<file path="config.mk">
export PLATFORM = sky130hd
export DESIGN_NAME = aligned_free_block_allocator_flat
export DESIGN_NICKNAME = d
export VERILOG_FILES = /design/src/hdl/afba_pkg.sv /design/src/hdl/afba_if.sv /design/src/hdl/afba_datapath.sv /design/src/hdl/afba_controller.sv /design/src/hdl/aligned_free_block_allocator.sv /design/src/flat_wrapper.sv
export SDC_FILE = /design/constraint.sdc
export NUM_CORES = 2
export LEC_CHECK = 0
export CAP_MARGIN = 20
export CORE_MARGIN = 4
export CORE_UTILIZATION = 28
export CTS_CLUSTER_SIZE = 8
export DETAILED_ROUTE_END_ITERATION = 7
export DONT_BUFFER_PORTS = 1
export GPL_TIMING_DRIVEN = 0
export MAX_ROUTING_LAYER = met4
export SLEW_MARGIN = 25
export SYNTH_ARGS = -nofsm -noshare
export SYNTH_HDL_FRONTEND = slang
export SYNTH_SLANG_ARGS = --single-unit
</file>
<file path="constraint.sdc">
create_clock -name clk -period 12.3 [get_ports clk]
set_input_delay 1.23 -clock clk [delete_from_list [all_inputs] [get_ports clk]]
set_output_delay 1.23 -clock clk [all_outputs]
set_load 0.01 [all_outputs]
</file>
<file path="src/hdl/afba_pkg.sv">
// Package for the aligned free block allocator: sizes, command codes and the
// control/status structs between controller and datapath. No dependencies.
`default_nettype none

package afba_pkg;

    localparam int MAX_BLOCKS = 8;
    localparam int PAGE_BYTES = 4096;
    localparam int PAGE_SHIFT = $clog2(PAGE_BYTES);
    localparam int ADDR_W     = 32;
    localparam int IDX_W      = $clog2(MAX_BLOCKS);
    localparam int CNT_W      = $clog2(MAX_BLOCKS + 1);

    localparam logic [ADDR_W-1:0] FAIL_ADDR = {ADDR_W{1'b1}};

    // request modes
    localparam logic [1:0] MODE_CLEAR  = 2'd0;
    localparam logic [1:0] MODE_APPEND = 2'd1;
    localparam logic [1:0] MODE_ALLOC  = 2'd2;

    // result status codes
    localparam logic [1:0] ST_OK    = 2'd0;
    localparam logic [1:0] ST_NOFIT = 2'd1;
    localparam logic [1:0] ST_FULL  = 2'd2;
    localparam logic [1:0] ST_ZERO  = 2'd3;

    // table write data select
    localparam logic [1:0] WR_APPEND = 2'd0;
    localparam logic [1:0] WR_BIG    = 2'd1;
    localparam logic [1:0] WR_ALLOC  = 2'd2;
    localparam logic [1:0] WR_MOVE   = 2'd3;

    // entry count operation
    localparam logic [1:0] CNT_HOLD = 2'd0;
    localparam logic [1:0] CNT_CLR  = 2'd1;
    localparam logic [1:0] CNT_INC  = 2'd2;
    localparam logic [1:0] CNT_DEC  = 2'd3;

    // result address select
    localparam logic [1:0] RA_ZERO = 2'd0;
    localparam logic [1:0] RA_FAIL = 2'd1;
    localparam logic [1:0] RA_SEL  = 2'd2;

    typedef struct packed {
        logic             load;
        logic             scan_init;
        logic             scan_eval;
        logic [IDX_W-1:0] scan_idx;
        logic             rd_en;
        logic [IDX_W-1:0] rd_addr;
        logic             wr_en;
        logic [IDX_W-1:0] wr_addr;
        logic [1:0]       wr_sel;
        logic [1:0]       cnt_op;
        logic             sel_pick;
        logic             sel_big;
        logic             res_load;
        logic [1:0]       res_status;
        logic [1:0]       res_addr_sel;
        logic             out_load;
    } afba_cmd_t;

    typedef struct packed {
        logic [1:0]       mode;
        logic             flen_zero;
        logic             full;
        logic [CNT_W-1:0] count;
        logic             hit1;
        logic             hit2;
        logic             rest_zero;
        logic             newlen_zero;
        logic [IDX_W-1:0] sel_idx;
        logic [IDX_W-1:0] big_idx;
    } afba_stat_t;

endpackage

`default_nettype wire

</file>
<file path="src/hdl/afba_if.sv">
// Request and response channel interfaces of the allocator.
// Depends on afba_pkg for field widths.
`default_nettype none

interface afba_req_if import afba_pkg::*; ();
    logic              valid;
    logic              ready;
    logic [1:0]        mode;
    logic [ADDR_W-1:0] free_base;
    logic [ADDR_W-1:0] free_length;
    logic [ADDR_W-1:0] request_bytes;
    logic [4:0]        align_log2;

    modport source (output valid, mode, free_base, free_length, request_bytes, align_log2,
                    input ready);
    modport sink   (input valid, mode, free_base, free_length, request_bytes, align_log2,
                    output ready);
endinterface

interface afba_rsp_if import afba_pkg::*; ();
    logic              valid;
    logic              ready;
    logic [ADDR_W-1:0] granted_address;
    logic [1:0]        status;

    modport source (output valid, granted_address, status, input ready);
    modport sink   (input valid, granted_address, status, output ready);
endinterface

`default_nettype wire

</file>
<file path="src/hdl/afba_datapath.sv">
// Datapath of the allocator: block table memory, entry count, scan compare
// logic, split/shrink arithmetic and the result registers. Uses afba_pkg.
`default_nettype none

module afba_datapath
    import afba_pkg::*;
(
    input  wire logic              clk,
    input  wire logic              rst_n,
    input  wire afba_cmd_t         cmd,
    output afba_stat_t             stat,
    input  wire logic [1:0]        mode,
    input  wire logic [ADDR_W-1:0] free_base,
    input  wire logic [ADDR_W-1:0] free_length,
    input  wire logic [ADDR_W-1:0] request_bytes,
    input  wire logic [4:0]        align_log2,
    output logic [ADDR_W-1:0]      granted_address,
    output logic [1:0]             status
);

    logic [ADDR_W-1:0] base_mem [MAX_BLOCKS];
    logic [ADDR_W-1:0] len_mem  [MAX_BLOCKS];
    logic [ADDR_W-1:0] rd_base_reg;
    logic [ADDR_W-1:0] rd_len_reg;

    logic [1:0]        mode_reg;
    logic [ADDR_W-1:0] fbase_reg;
    logic [ADDR_W-1:0] flen_reg;
    logic [ADDR_W:0]   size_reg;
    logic [ADDR_W:0]   align_reg;
    logic [ADDR_W-1:0] amask_reg;
    logic [CNT_W-1:0]  count_reg;

    logic              hit1_reg;
    logic [IDX_W-1:0]  pick_idx_reg;
    logic [ADDR_W-1:0] pick_base_reg;
    logic [ADDR_W-1:0] pick_len_reg;
    logic              hit2_reg;
    logic [IDX_W-1:0]  big_idx_reg;
    logic [ADDR_W-1:0] big_base_reg;
    logic [ADDR_W-1:0] big_len_reg;
    logic [ADDR_W-1:0] big_mis_reg;
    logic              rest_zero_reg;

    logic [ADDR_W-1:0] sel_base_reg;
    logic [ADDR_W-1:0] sel_len_reg;
    logic [IDX_W-1:0]  sel_idx_reg;

    logic [ADDR_W-1:0] res_addr_reg;
    logic [1:0]        res_status_reg;
    logic [ADDR_W-1:0] out_addr_reg;
    logic [1:0]        out_status_reg;

    // request decode
    logic [ADDR_W-PAGE_SHIFT:0] page_num;
    logic [ADDR_W:0]            size_next;
    logic [ADDR_W:0]            align_next;

    // scan compare
    logic [ADDR_W-1:0] offset;
    logic [ADDR_W:0]   mis;
    logic              aligned;
    logic              fit1;
    logic              fit2;

    // shrink
    logic [ADDR_W-1:0] alloc_base;
    logic [ADDR_W-1:0] alloc_len;

    logic [ADDR_W-1:0] wr_base;
    logic [ADDR_W-1:0] wr_len;

    always_comb
    begin
        page_num   = {1'b0, request_bytes[ADDR_W-1:PAGE_SHIFT]}
                   + {{(ADDR_W-PAGE_SHIFT){1'b0}}, |request_bytes[PAGE_SHIFT-1:0]};
        size_next  = {page_num, {PAGE_SHIFT{1'b0}}};
        align_next = {{ADDR_W{1'b0}}, 1'b1} << align_log2;
    end

    always_comb
    begin
        offset  = rd_base_reg & amask_reg;
        aligned = (offset == '0);
        mis     = align_reg - {1'b0, offset};
        fit1    = ({1'b0, rd_len_reg} >= size_reg);
        fit2    = ({2'b00, rd_len_reg} >= ({1'b0, size_reg} + {1'b0, mis}));
    end

    always_comb
    begin
        alloc_base = sel_base_reg + size_reg[ADDR_W-1:0];
        alloc_len  = sel_len_reg - size_reg[ADDR_W-1:0];
    end

    always_comb
    begin
        case (cmd.wr_sel)
            WR_APPEND:
            begin
                wr_base = fbase_reg;
                wr_len  = flen_reg;
            end
            WR_BIG:
            begin
                wr_base = big_base_reg;
                wr_len  = big_mis_reg;
            end
            WR_ALLOC:
            begin
                wr_base = alloc_base;
                wr_len  = alloc_len;
            end
            default:
            begin
                wr_base = rd_base_reg;
                wr_len  = rd_len_reg;
            end
        endcase
    end

    // block table, registered read
    always_ff @(posedge clk)
    begin
        if (cmd.wr_en)
        begin
            base_mem[cmd.wr_addr] <= wr_base;
            len_mem[cmd.wr_addr]  <= wr_len;
        end
        if (cmd.rd_en)
        begin
            rd_base_reg <= base_mem[cmd.rd_addr];
            rd_len_reg  <= len_mem[cmd.rd_addr];
        end
    end

    always_ff @(posedge clk or negedge rst_n)
    begin
        if (!rst_n)
        begin
            count_reg <= '0;
            hit1_reg  <= 1'b0;
            hit2_reg  <= 1'b0;
        end
        else
        begin
            case (cmd.cnt_op)
                CNT_CLR: count_reg <= '0;
                CNT_INC: count_reg <= count_reg + 1'b1;
                CNT_DEC: count_reg <= count_reg - 1'b1;
                default: count_reg <= count_reg;
            endcase
            if (cmd.scan_init)
            begin
                hit1_reg <= 1'b0;
                hit2_reg <= 1'b0;
            end
            else if (cmd.scan_eval)
            begin
                if (aligned && fit1)
                begin
                    hit1_reg <= 1'b1;
                end
                if (fit2)
                begin
                    hit2_reg <= 1'b1;
                end
            end
        end
    end

    always_ff @(posedge clk)
    begin
        if (cmd.load)
        begin
            mode_reg  <= mode;
            fbase_reg <= free_base;
            flen_reg  <= free_length;
            size_reg  <= size_next;
            align_reg <= align_next;
            amask_reg <= align_next[ADDR_W-1:0] - 1'b1;
        end
        // keep only the first hit of each kind
        if (cmd.scan_eval && !hit1_reg && aligned && fit1)
        begin
            pick_idx_reg  <= cmd.scan_idx;
            pick_base_reg <= rd_base_reg;
            pick_len_reg  <= rd_len_reg;
        end
        if (cmd.scan_eval && !hit2_reg && fit2)
        begin
            big_idx_reg   <= cmd.scan_idx;
            big_base_reg  <= rd_base_reg;
            big_len_reg   <= rd_len_reg;
            big_mis_reg   <= mis[ADDR_W-1:0];
            rest_zero_reg <= ({1'b0, rd_len_reg} == mis);
        end
        if (cmd.sel_pick)
        begin
            sel_base_reg <= pick_base_reg;
            sel_len_reg  <= pick_len_reg;
            sel_idx_reg  <= pick_idx_reg;
        end
        else if (cmd.sel_big)
        begin
            sel_base_reg <= big_base_reg + big_mis_reg;
            sel_len_reg  <= big_len_reg - big_mis_reg;
            sel_idx_reg  <= count_reg[IDX_W-1:0];
        end
        if (cmd.res_load)
        begin
            res_status_reg <= cmd.res_status;
            case (cmd.res_addr_sel)
                RA_FAIL: res_addr_reg <= FAIL_ADDR;
                RA_SEL:  res_addr_reg <= sel_base_reg;
                default: res_addr_reg <= '0;
            endcase
        end
        if (cmd.out_load)
        begin
            out_addr_reg   <= res_addr_reg;
            out_status_reg <= res_status_reg;
        end
    end

    always_comb
    begin
        stat.mode        = mode_reg;
        stat.flen_zero   = (flen_reg == '0);
        stat.full        = (count_reg >= CNT_W'(MAX_BLOCKS));
        stat.count       = count_reg;
        stat.hit1        = hit1_reg;
        stat.hit2        = hit2_reg;
        stat.rest_zero   = rest_zero_reg;
        stat.newlen_zero = !size_reg[ADDR_W] && (sel_len_reg == size_reg[ADDR_W-1:0]);
        stat.sel_idx     = sel_idx_reg;
        stat.big_idx     = big_idx_reg;
    end

    assign granted_address = out_addr_reg;
    assign status          = out_status_reg;

endmodule

`default_nettype wire

</file>
<file path="src/hdl/afba_controller.sv">
// Controller of the allocator: sequences decode, table scan, split, shrink
// and delete shift, and owns the handshakes. Uses afba_pkg.
`default_nettype none

module afba_controller
    import afba_pkg::*;
(
    input  wire logic       clk,
    input  wire logic       rst_n,
    input  wire logic       req_valid,
    output logic            req_ready,
    output logic            rsp_valid,
    input  wire logic       rsp_ready,
    output afba_cmd_t       cmd,
    input  wire afba_stat_t stat
);

    localparam logic [2:0] S_IDLE   = 3'd0;
    localparam logic [2:0] S_DECODE = 3'd1;
    localparam logic [2:0] S_SCAN   = 3'd2;
    localparam logic [2:0] S_DECIDE = 3'd3;
    localparam logic [2:0] S_FIN    = 3'd4;
    localparam logic [2:0] S_SHIFT  = 3'd5;
    localparam logic [2:0] S_RESP   = 3'd6;

    logic [2:0]       state_reg;
    logic [2:0]       state_next;
    logic [IDX_W-1:0] idx_reg;
    logic [IDX_W-1:0] idx_next;
    logic             split_reg;
    logic             split_next;
    logic             out_valid_reg;
    logic             out_valid_next;

    logic [CNT_W:0]   idx_p1;
    logic [CNT_W:0]   idx_p2;
    logic [CNT_W:0]   sel_p1;
    logic [CNT_W:0]   count_ext;

    always_comb
    begin
        idx_p1    = {{(CNT_W+1-IDX_W){1'b0}}, idx_reg} + 1'b1;
        idx_p2    = {{(CNT_W+1-IDX_W){1'b0}}, idx_reg} + 2'd2;
        sel_p1    = {{(CNT_W+1-IDX_W){1'b0}}, stat.sel_idx} + 1'b1;
        count_ext = {1'b0, stat.count};
    end

    always_comb
    begin
        state_next     = state_reg;
        idx_next       = idx_reg;
        split_next     = split_reg;
        out_valid_next = out_valid_reg && !rsp_ready;
        req_ready      = (state_reg == S_IDLE);

        cmd              = '0;
        cmd.scan_idx     = idx_reg;
        cmd.wr_sel       = WR_MOVE;
        cmd.cnt_op       = CNT_HOLD;
        cmd.res_status   = ST_OK;
        cmd.res_addr_sel = RA_ZERO;

        case (state_reg)
            S_IDLE:
            begin
                if (req_valid)
                begin
                    cmd.load   = 1'b1;
                    state_next = S_DECODE;
                end
            end
            S_DECODE:
            begin
                cmd.res_load = 1'b1;
                state_next   = S_RESP;
                case (stat.mode)
                    MODE_CLEAR:
                    begin
                        cmd.cnt_op = CNT_CLR;
                    end
                    MODE_APPEND:
                    begin
                        if (stat.flen_zero)
                        begin
                            cmd.res_status = ST_ZERO;
                        end
                        else if (stat.full)
                        begin
                            cmd.res_status = ST_FULL;
                        end
                        else
                        begin
                            cmd.wr_en   = 1'b1;
                            cmd.wr_addr = stat.count[IDX_W-1:0];
                            cmd.wr_sel  = WR_APPEND;
                            cmd.cnt_op  = CNT_INC;
                        end
                    end
                    MODE_ALLOC:
                    begin
                        cmd.res_load  = 1'b0;
                        cmd.scan_init = 1'b1;
                        idx_next      = '0;
                        if (stat.count == '0)
                        begin
                            state_next = S_DECIDE;
                        end
                        else
                        begin
                            cmd.rd_en   = 1'b1;
                            cmd.rd_addr = '0;
                            state_next  = S_SCAN;
                        end
                    end
                    default:
                    begin
                        cmd.res_status = ST_OK;
                    end
                endcase
            end
            S_SCAN:
            begin
                cmd.scan_eval = 1'b1;
                if (idx_p1 < count_ext)
                begin
                    cmd.rd_en   = 1'b1;
                    cmd.rd_addr = idx_p1[IDX_W-1:0];
                    idx_next    = idx_p1[IDX_W-1:0];
                end
                else
                begin
                    state_next = S_DECIDE;
                end
            end
            S_DECIDE:
            begin
                if (stat.hit1)
                begin
                    cmd.sel_pick = 1'b1;
                    split_next   = 1'b0;
                    state_next   = S_FIN;
                end
                else if (!stat.hit2 || stat.rest_zero)
                begin
                    cmd.res_load     = 1'b1;
                    cmd.res_status   = ST_NOFIT;
                    cmd.res_addr_sel = RA_FAIL;
                    state_next       = S_RESP;
                end
                else if (stat.full)
                begin
                    cmd.res_load     = 1'b1;
                    cmd.res_status   = ST_FULL;
                    cmd.res_addr_sel = RA_FAIL;
                    state_next       = S_RESP;
                end
                else
                begin
                    // lower part keeps only the misalignment gap
                    cmd.wr_en   = 1'b1;
                    cmd.wr_addr = stat.big_idx;
                    cmd.wr_sel  = WR_BIG;
                    cmd.sel_big = 1'b1;
                    split_next  = 1'b1;
                    state_next  = S_FIN;
                end
            end
            S_FIN:
            begin
                cmd.res_load     = 1'b1;
                cmd.res_status   = ST_OK;
                cmd.res_addr_sel = RA_SEL;
                state_next       = S_RESP;
                if (!stat.newlen_zero)
                begin
                    cmd.wr_en   = 1'b1;
                    cmd.wr_addr = stat.sel_idx;
                    cmd.wr_sel  = WR_ALLOC;
                    if (split_reg)
                    begin
                        cmd.cnt_op = CNT_INC;
                    end
                end
                else if (!split_reg)
                begin
                    // entry emptied: shift the entries above it down
                    idx_next = stat.sel_idx;
                    if (sel_p1 < count_ext)
                    begin
                        cmd.rd_en   = 1'b1;
                        cmd.rd_addr = sel_p1[IDX_W-1:0];
                        state_next  = S_SHIFT;
                    end
                    else
                    begin
                        cmd.cnt_op = CNT_DEC;
                    end
                end
            end
            S_SHIFT:
            begin
                cmd.wr_en   = 1'b1;
                cmd.wr_addr = idx_reg;
                cmd.wr_sel  = WR_MOVE;
                if (idx_p2 < count_ext)
                begin
                    cmd.rd_en   = 1'b1;
                    cmd.rd_addr = idx_p2[IDX_W-1:0];
                    idx_next    = idx_p1[IDX_W-1:0];
                end
                else
                begin
                    cmd.cnt_op = CNT_DEC;
                    state_next = S_RESP;
                end
            end
            S_RESP:
            begin
                if (!out_valid_reg || rsp_ready)
                begin
                    cmd.out_load   = 1'b1;
                    out_valid_next = 1'b1;
                    state_next     = S_IDLE;
                end
            end
            default:
            begin
                state_next = S_IDLE;
            end
        endcase
    end

    always_ff @(posedge clk or negedge rst_n)
    begin
        if (!rst_n)
        begin
            state_reg     <= S_IDLE;
            idx_reg       <= '0;
            split_reg     <= 1'b0;
            out_valid_reg <= 1'b0;
        end
        else
        begin
            state_reg     <= state_next;
            idx_reg       <= idx_next;
            split_reg     <= split_next;
            out_valid_reg <= out_valid_next;
        end
    end

    assign rsp_valid = out_valid_reg;

    a_count_bound: assert property (@(posedge clk) disable iff (!rst_n)
        stat.count <= CNT_W'(MAX_BLOCKS))
        else $error("entry count above table depth");

    a_scan_in_range: assert property (@(posedge clk) disable iff (!rst_n)
        state_reg == S_SCAN |-> {1'b0, idx_reg} < count_ext)
        else $error("scan index beyond valid entries");

    a_shift_in_range: assert property (@(posedge clk) disable iff (!rst_n)
        state_reg == S_SHIFT |-> idx_p1 < count_ext)
        else $error("delete shift reads beyond valid entries");

    a_accept_decode: assert property (@(posedge clk) disable iff (!rst_n)
        req_valid && req_ready |=> state_reg == S_DECODE)
        else $error("accepted beat not decoded");

    a_out_no_overwrite: assert property (@(posedge clk) disable iff (!rst_n)
        cmd.out_load |-> !out_valid_reg || rsp_ready)
        else $error("pending result overwritten");

endmodule

`default_nettype wire

</file>
<file path="src/hdl/aligned_free_block_allocator.sv">
// Aligned free block allocator: a free block table of MAX_BLOCKS entries
// with clear, append and first-fit aligned allocate commands.
// Requests arrive on the req channel; one beat on rsp answers each request.
// Mode 0 clears the table, mode 1 appends a free block (base, length),
// mode 2 allocates request_bytes rounded up to 4 KiB pages at an alignment
// of 2^align_log2. The answer carries the granted base (all ones on a failed allocation)
// and a status: ok, no fitting block, table full, or zero-length append.
// Clear and append pass from the request registers through the result
// register to the response register. An allocation scans the table once,
// one entry per cycle through the single table read port, and when an
// emptied entry is deleted, the entries above it are moved down one by one.
// One request is in work at a time; the next is accepted as soon as the
// current one has moved to the response register.
// Reset clears the entry count and the control state; the table contents
// are not cleared and only entries below the count are ever read.
// When the receiver stalls, the response beat holds in its register, one
// more request may be accepted and worked, and its answer waits until the
// held beat is taken.
`default_nettype none

module aligned_free_block_allocator
    import afba_pkg::*;
(
    input  wire logic clk,
    input  wire logic rst_n,
    afba_req_if.sink  req,
    afba_rsp_if.source rsp
);

    afba_cmd_t  cmd;
    afba_stat_t stat;

    afba_controller u_ctrl (
        .clk       (clk),
        .rst_n     (rst_n),
        .req_valid (req.valid),
        .req_ready (req.ready),
        .rsp_valid (rsp.valid),
        .rsp_ready (rsp.ready),
        .cmd       (cmd),
        .stat      (stat)
    );

    afba_datapath u_dp (
        .clk             (clk),
        .rst_n           (rst_n),
        .cmd             (cmd),
        .stat            (stat),
        .mode            (req.mode),
        .free_base       (req.free_base),
        .free_length     (req.free_length),
        .request_bytes   (req.request_bytes),
        .align_log2      (req.align_log2),
        .granted_address (rsp.granted_address),
        .status          (rsp.status)
    );

endmodule

`default_nettype wire

</file>
<file path="src/flat_wrapper.sv">
// flat-port wrapper written by rule: the top's interface ports become plain ports
module aligned_free_block_allocator_flat import afba_pkg::*;
  (clk, rst_n, req_valid, req_mode, req_free_base, req_free_length, req_request_bytes, req_align_log2, req_ready, rsp_valid, rsp_granted_address, rsp_status, rsp_ready);
  afba_req_if req_i ();
  afba_rsp_if rsp_i ();
  input  wire logic clk;
  input  wire logic rst_n;
  input wire logic [$bits(req_i.valid)-1:0] req_valid;
  input wire logic [$bits(req_i.mode)-1:0] req_mode;
  input wire logic [$bits(req_i.free_base)-1:0] req_free_base;
  input wire logic [$bits(req_i.free_length)-1:0] req_free_length;
  input wire logic [$bits(req_i.request_bytes)-1:0] req_request_bytes;
  input wire logic [$bits(req_i.align_log2)-1:0] req_align_log2;
  output wire logic [$bits(req_i.ready)-1:0] req_ready;
  output wire logic [$bits(rsp_i.valid)-1:0] rsp_valid;
  output wire logic [$bits(rsp_i.granted_address)-1:0] rsp_granted_address;
  output wire logic [$bits(rsp_i.status)-1:0] rsp_status;
  input wire logic [$bits(rsp_i.ready)-1:0] rsp_ready;
  assign req_i.valid = req_valid;
  assign req_i.mode = req_mode;
  assign req_i.free_base = req_free_base;
  assign req_i.free_length = req_free_length;
  assign req_i.request_bytes = req_request_bytes;
  assign req_i.align_log2 = req_align_log2;
  assign req_ready = req_i.ready;
  assign rsp_valid = rsp_i.valid;
  assign rsp_granted_address = rsp_i.granted_address;
  assign rsp_status = rsp_i.status;
  assign rsp_i.ready = rsp_ready;
  aligned_free_block_allocator u_core (.clk(clk), .rst_n(rst_n), .req(req_i), .rsp(rsp_i));
endmodule
</file>
==> results <==
- The sequential power share is 38.5%.
- The cell area that synthesis handed to floorplanning was 0.0504 mm2.
- The number of instances in the synthesized netlist is 3745.
- The net count of the finished layout is 4316.
- The number of nets in the synthesized netlist is 4085.
- The post-cts hold buffer count is 0.
- No sink is reached through more buffers than the 3 on the longest clock path.
- Along the worst path, the maximum fanout reaches 20.
- The internal cell power is 9.80 mW.
- The type of the most critical hold path is in -> async.
- The share of final-layout standard cells stronger than drive strength 1 is about a tenth.
- The analysis attributes to cell leakage a power of 22.8 nW.
- Setup violations remaining at the end of the flow were counted as 0.
- Pin placement for this block handled 143 I/O pins.
- The proportion of power drawn by the clock network is 23.8%.
- In this run the register-to-register setup slack is around 2.6 ns.
- The latest clock arrival within the worst-skew pair is 0.80 ns.
- The total number of yosys warnings is 0.
- The number of CTS-inserted buffers is 150.
- The H-tree generated during clock tree synthesis spans 4 levels.
- The proportion of total power due to net switching is around two fifths.
- Input and output buffers added on the ports amount to 0.
- The vertical die dimension is 432 um.
- The delay contributed by the slowest stage of the critical path is 0.74 ns.
- Timing would allow up to 103 MHz.
- The final count of hold timing violations was 0.
- The register bit total from synthesis is 1043.
- For this block, the routed nets add up to 168 mm of wire.
- The number of fill cells is 17.3k.
- The flow ran to the end, and the final reports show no timing, DRC or antenna violations.
- The largest registers in the layout are u_core.u_dp.base_mem x256, u_core.u_dp.len_mem x256.
- The endpoint of the most critical register-to-register path is u_core.u_dp.big_mis_reg[2].
- The clock sink count is between 1k and 1.5k.
- The worst setup slack after placement is 2.84 ns.
- In the synthesized netlist, the cells that appear most often are 1029 x edfxtp_1, 392 x mux2i_1, 245 x nor2_1, 242 x a21oi_1, 226 x ha_1.
- The first global-routing pass estimated 234 mm of wire.
- The first TritonRoute pass finished after 6 iterations.
- For this block, the initial DRC count from the detailed router was 3815.
- The worst hold slack is 0.114 ns.
- The worst pin sits at a relative slew slack of about 26%.
- The worst vdd rail ir drop is 0.000140 V.
- The clock slew seen by the registers of the worst setup and hold paths is 0.06 ns.
- At the worst endpoint, the arrival time is 10.16 ns.
- The startpoint identified for the worst register-to-register timing path is u_core.u_dp.rd_base_reg[0].
- The final route contains 32.9k vias.
- The most used standard cell by instance count after synthesis is edfxtp_1.
- The number of max-cap violations is 0.
- At the worst endpoint, the required time is 12.77 ns.
- The cell with the largest stage delay on the worst path is edfxtp_1.
- The share of async-settable or async-resettable flops after synthesis is 1.34%.
- The area growth from synthesis to layout is 17.0%.
- The per-cell via count in the routed design is 5.16.
- The average wire length per cell after detail routing is between 20 and 30 um.
- The total overflow left after global routing is 0.
- The TritonCTS clock tree is yes.
- By area the synthesized netlist is led by edfxtp_1 61%, mux2i_1 7.8%, ha_1 5.6%, a21oi_1 2.4%, nor2_1 1.8%.
- Subtracting the final worst setup slack from the clock period gives 9.69 ns.
- The floorplan row count is 155.
- In the post-route analysis, the smallest setup slack over all paths is 2.61 ns.
- The part of the power in combinational logic is 37.7%.
- The area of the die is 0.187 mm2.
- The net switching power is approximately 6.1 mW.
- The via count of the first global-routing pass came to 31.2k.
- The largest net degree at the start of global routing is between 50 and 60.
- The post-synthesis area per instance is 13.4 um2.
- The number of pins with negative max-slew slack in the final report is 0.
- Global routing used 18.0% of the available tracks across all layers.
- The worst-case clock skew is ~0.071 ns.
- The share of the synthesized area in the top cell type is 61.3%.
- The flip-flop cell with the highest count after synthesis is edfxtp_1.
- Routability-driven placement finished with a final weighted congestion of slightly below 1.
- The number of antenna-violating nets in the routed design is 0.
- Dividing total power by cell area gives a power density of around 270 mW/mm2.
- The type of element launching the critical path is a flop.
- For the pin with the worst max-slew slack, the measured transition is about 1.1 ns.
- The initial antenna violation count is 11.
- The netlist uses 96 different library cells.
- The post-CTS setup buffer count is 0.
- For this run, design rule violations remaining after detail routing come to 0.
- Of the synthesized area, sequential elements account for between 60% and 70%.
- The worst reg-to-reg path cell count is 33.
- Of the available clock period, the critical path in the final layout requires 78.8%.
- The effective utilization at floorplan is 28.2%.
- The nature of the critical path endpoint is a flop.
- Gates resized during post-CTS repair numbered 0.
- Yosys mapped a number of flops with a built-in enable equal to 1029.
- Summed over all nets, the half-perimeter wirelength after detailed placement is 128 mm.
- The core outline area is 0.179 mm2.
- The floorplan step set the die width to about 430 um.
- The critical path is of the reg -> reg type.
- The root buffer cell chosen for the clock tree is clkbuf_16.
- The library cell with the largest summed area after synthesis is edfxtp_1.
- Setup repair after global routing left no endpoint under its margin.
## how the worst max path moves through the flow
stage                                           from                           to  slack, ns  depth (start not counted)
after detailed placement  u_core.u_dp.rd_base_reg[0]   u_core.u_dp.big_len_reg[4]       2.84                         33
after CTS                 u_core.u_dp.rd_base_reg[0]   u_core.u_dp.big_mis_reg[2]       2.74                         33
final                     u_core.u_dp.rd_base_reg[0]   u_core.u_dp.big_mis_reg[2]       2.61                         33
after global placement    u_core.u_dp.rd_base_reg[0]   u_core.u_dp.big_len_reg[6]      -3.73                         30
after global routing      u_core.u_dp.rd_base_reg[0]   u_core.u_dp.big_mis_reg[2]       2.33                         37
after floorplan           u_core.u_dp.rd_base_reg[0]  u_core.u_dp.big_base_reg[0]       1.85                         34
## cell families (layout without fill, tap and decap cells)
kind of cell / Yosys count / in the layout / share of synthesized area (%)
AND/OR/NAND/NOR: 759 / 759 / 7.12
flip-flops: 1043 / 1043 / 62.0
buffers and inverters: 278 / 541 / 2.36
multiplexers: 458 / 458 / 9.27
AO/OA/AOI/OAI: 800 / 800 / 10.2
XOR/XNOR: 173 / 173 / 3.07
adder cells (fa/ha/maj): 233 / 233 / 5.89
other: 1 / 10 / 0.00745
## worst max-delay path: cells and delay by family, from the launching register on
kind	cells	cell delay (ns)
xor+xnor	1	0.14
compound gates	13	3.94
flops	1	0.74
simple gates	10	2.41
buf+inv	5	0.72
fa+ha+maj	4	1.30
## per-stage QoR
| stage | utilization, % | TNS (ns) | area [um2] | cells | power, mW |
|---|---|---|---|---|---|
| final | 33.0 | 0 | 58900 | 6372 | 15.9 |
| after global routing | 33.0 | 0 | 58900 | 6371 | 16.6 |
| after CTS | 33.0 | 0 | 58900 | 6362 | 15.9 |
| after detailed placement | 30.6 | 0 | 54700 | 6178 | 12.1 |
| after global placement | 29.8 | -792.77 | 53300 | 6100 | 11.9 |
| after floorplan | - | 0 | 50400 | 3745 | 9.64 |
## cell usage in the layout, fill, tap and decap left out, drive strengths merged, types with 21 or more instances in the layout
| cell type | n |
|---|---|
| ha | 226 |
| a22oi | 38 |
| xnor2 | 85 |
| nor3 | 53 |
| nor2b | 30 |
| nand4 | 30 |
| nor4 | 23 |
| a31oi | 25 |
| nand3 | 35 |
| mux2 | 66 |
| clkbuf | 262 |
| a211oi | 21 |
| xor2 | 86 |
| nand2 | 213 |
| o21bai | 21 |
| o21ai | 173 |
| inv | 136 |
| o211ai | 28 |
| a21o | 81 |
| a21oi | 243 |
| mux2i | 392 |
| edfxtp | 1029 |
| buf | 126 |
| nand2b | 34 |
| o21a | 39 |
| nor2 | 247 |
| and3 | 21 |
## routing by layer
| layer | vias to the layer above | part of all wire, % | GRT usage, % |
|---|---|---|---|
| li1 | 14800 | - | - |
| met1 | 16500 | 42 | 23.0 |
| met2 | 1371 | 47 | 28.6 |
| met3 | 299 | 6.7 | 2.80 |
| met4 | 0 | 4.7 | 7.62 |
| met5 | - | 0 | - |
## layout make-up
cell class | instances | area [um2] | area share, %
Clock buffer | 164 | 3810 | 6.46
Inverter | 133 | 499 | 0.847
Clock inverter | 20 | 402 | 0.682
Antenna cell | 9 | 22.5 | 0.0382
Multi-Input combinational cell | 2424 | 18100 | 30.7
Sequential cell | 1043 | 31300 | 53.0
Timing Repair Buffer | 79 | 1230 | 2.09
Tap cell | 2355 | 2950 | 5.00
Buffer | 145 | 693 | 1.18
## power groups by stage
stage	registers (mW)	logic (mW)	clock network, mW
after floorplan	5.71	3.93	0
after detailed placement	6.18	5.89	0
after CTS	6.12	5.94	3.86
final	6.11	6.00	3.78
after global placement	6.33	5.57	0
after global routing	6.13	6.48	4.00
Power figures use the tool's default switching activity.
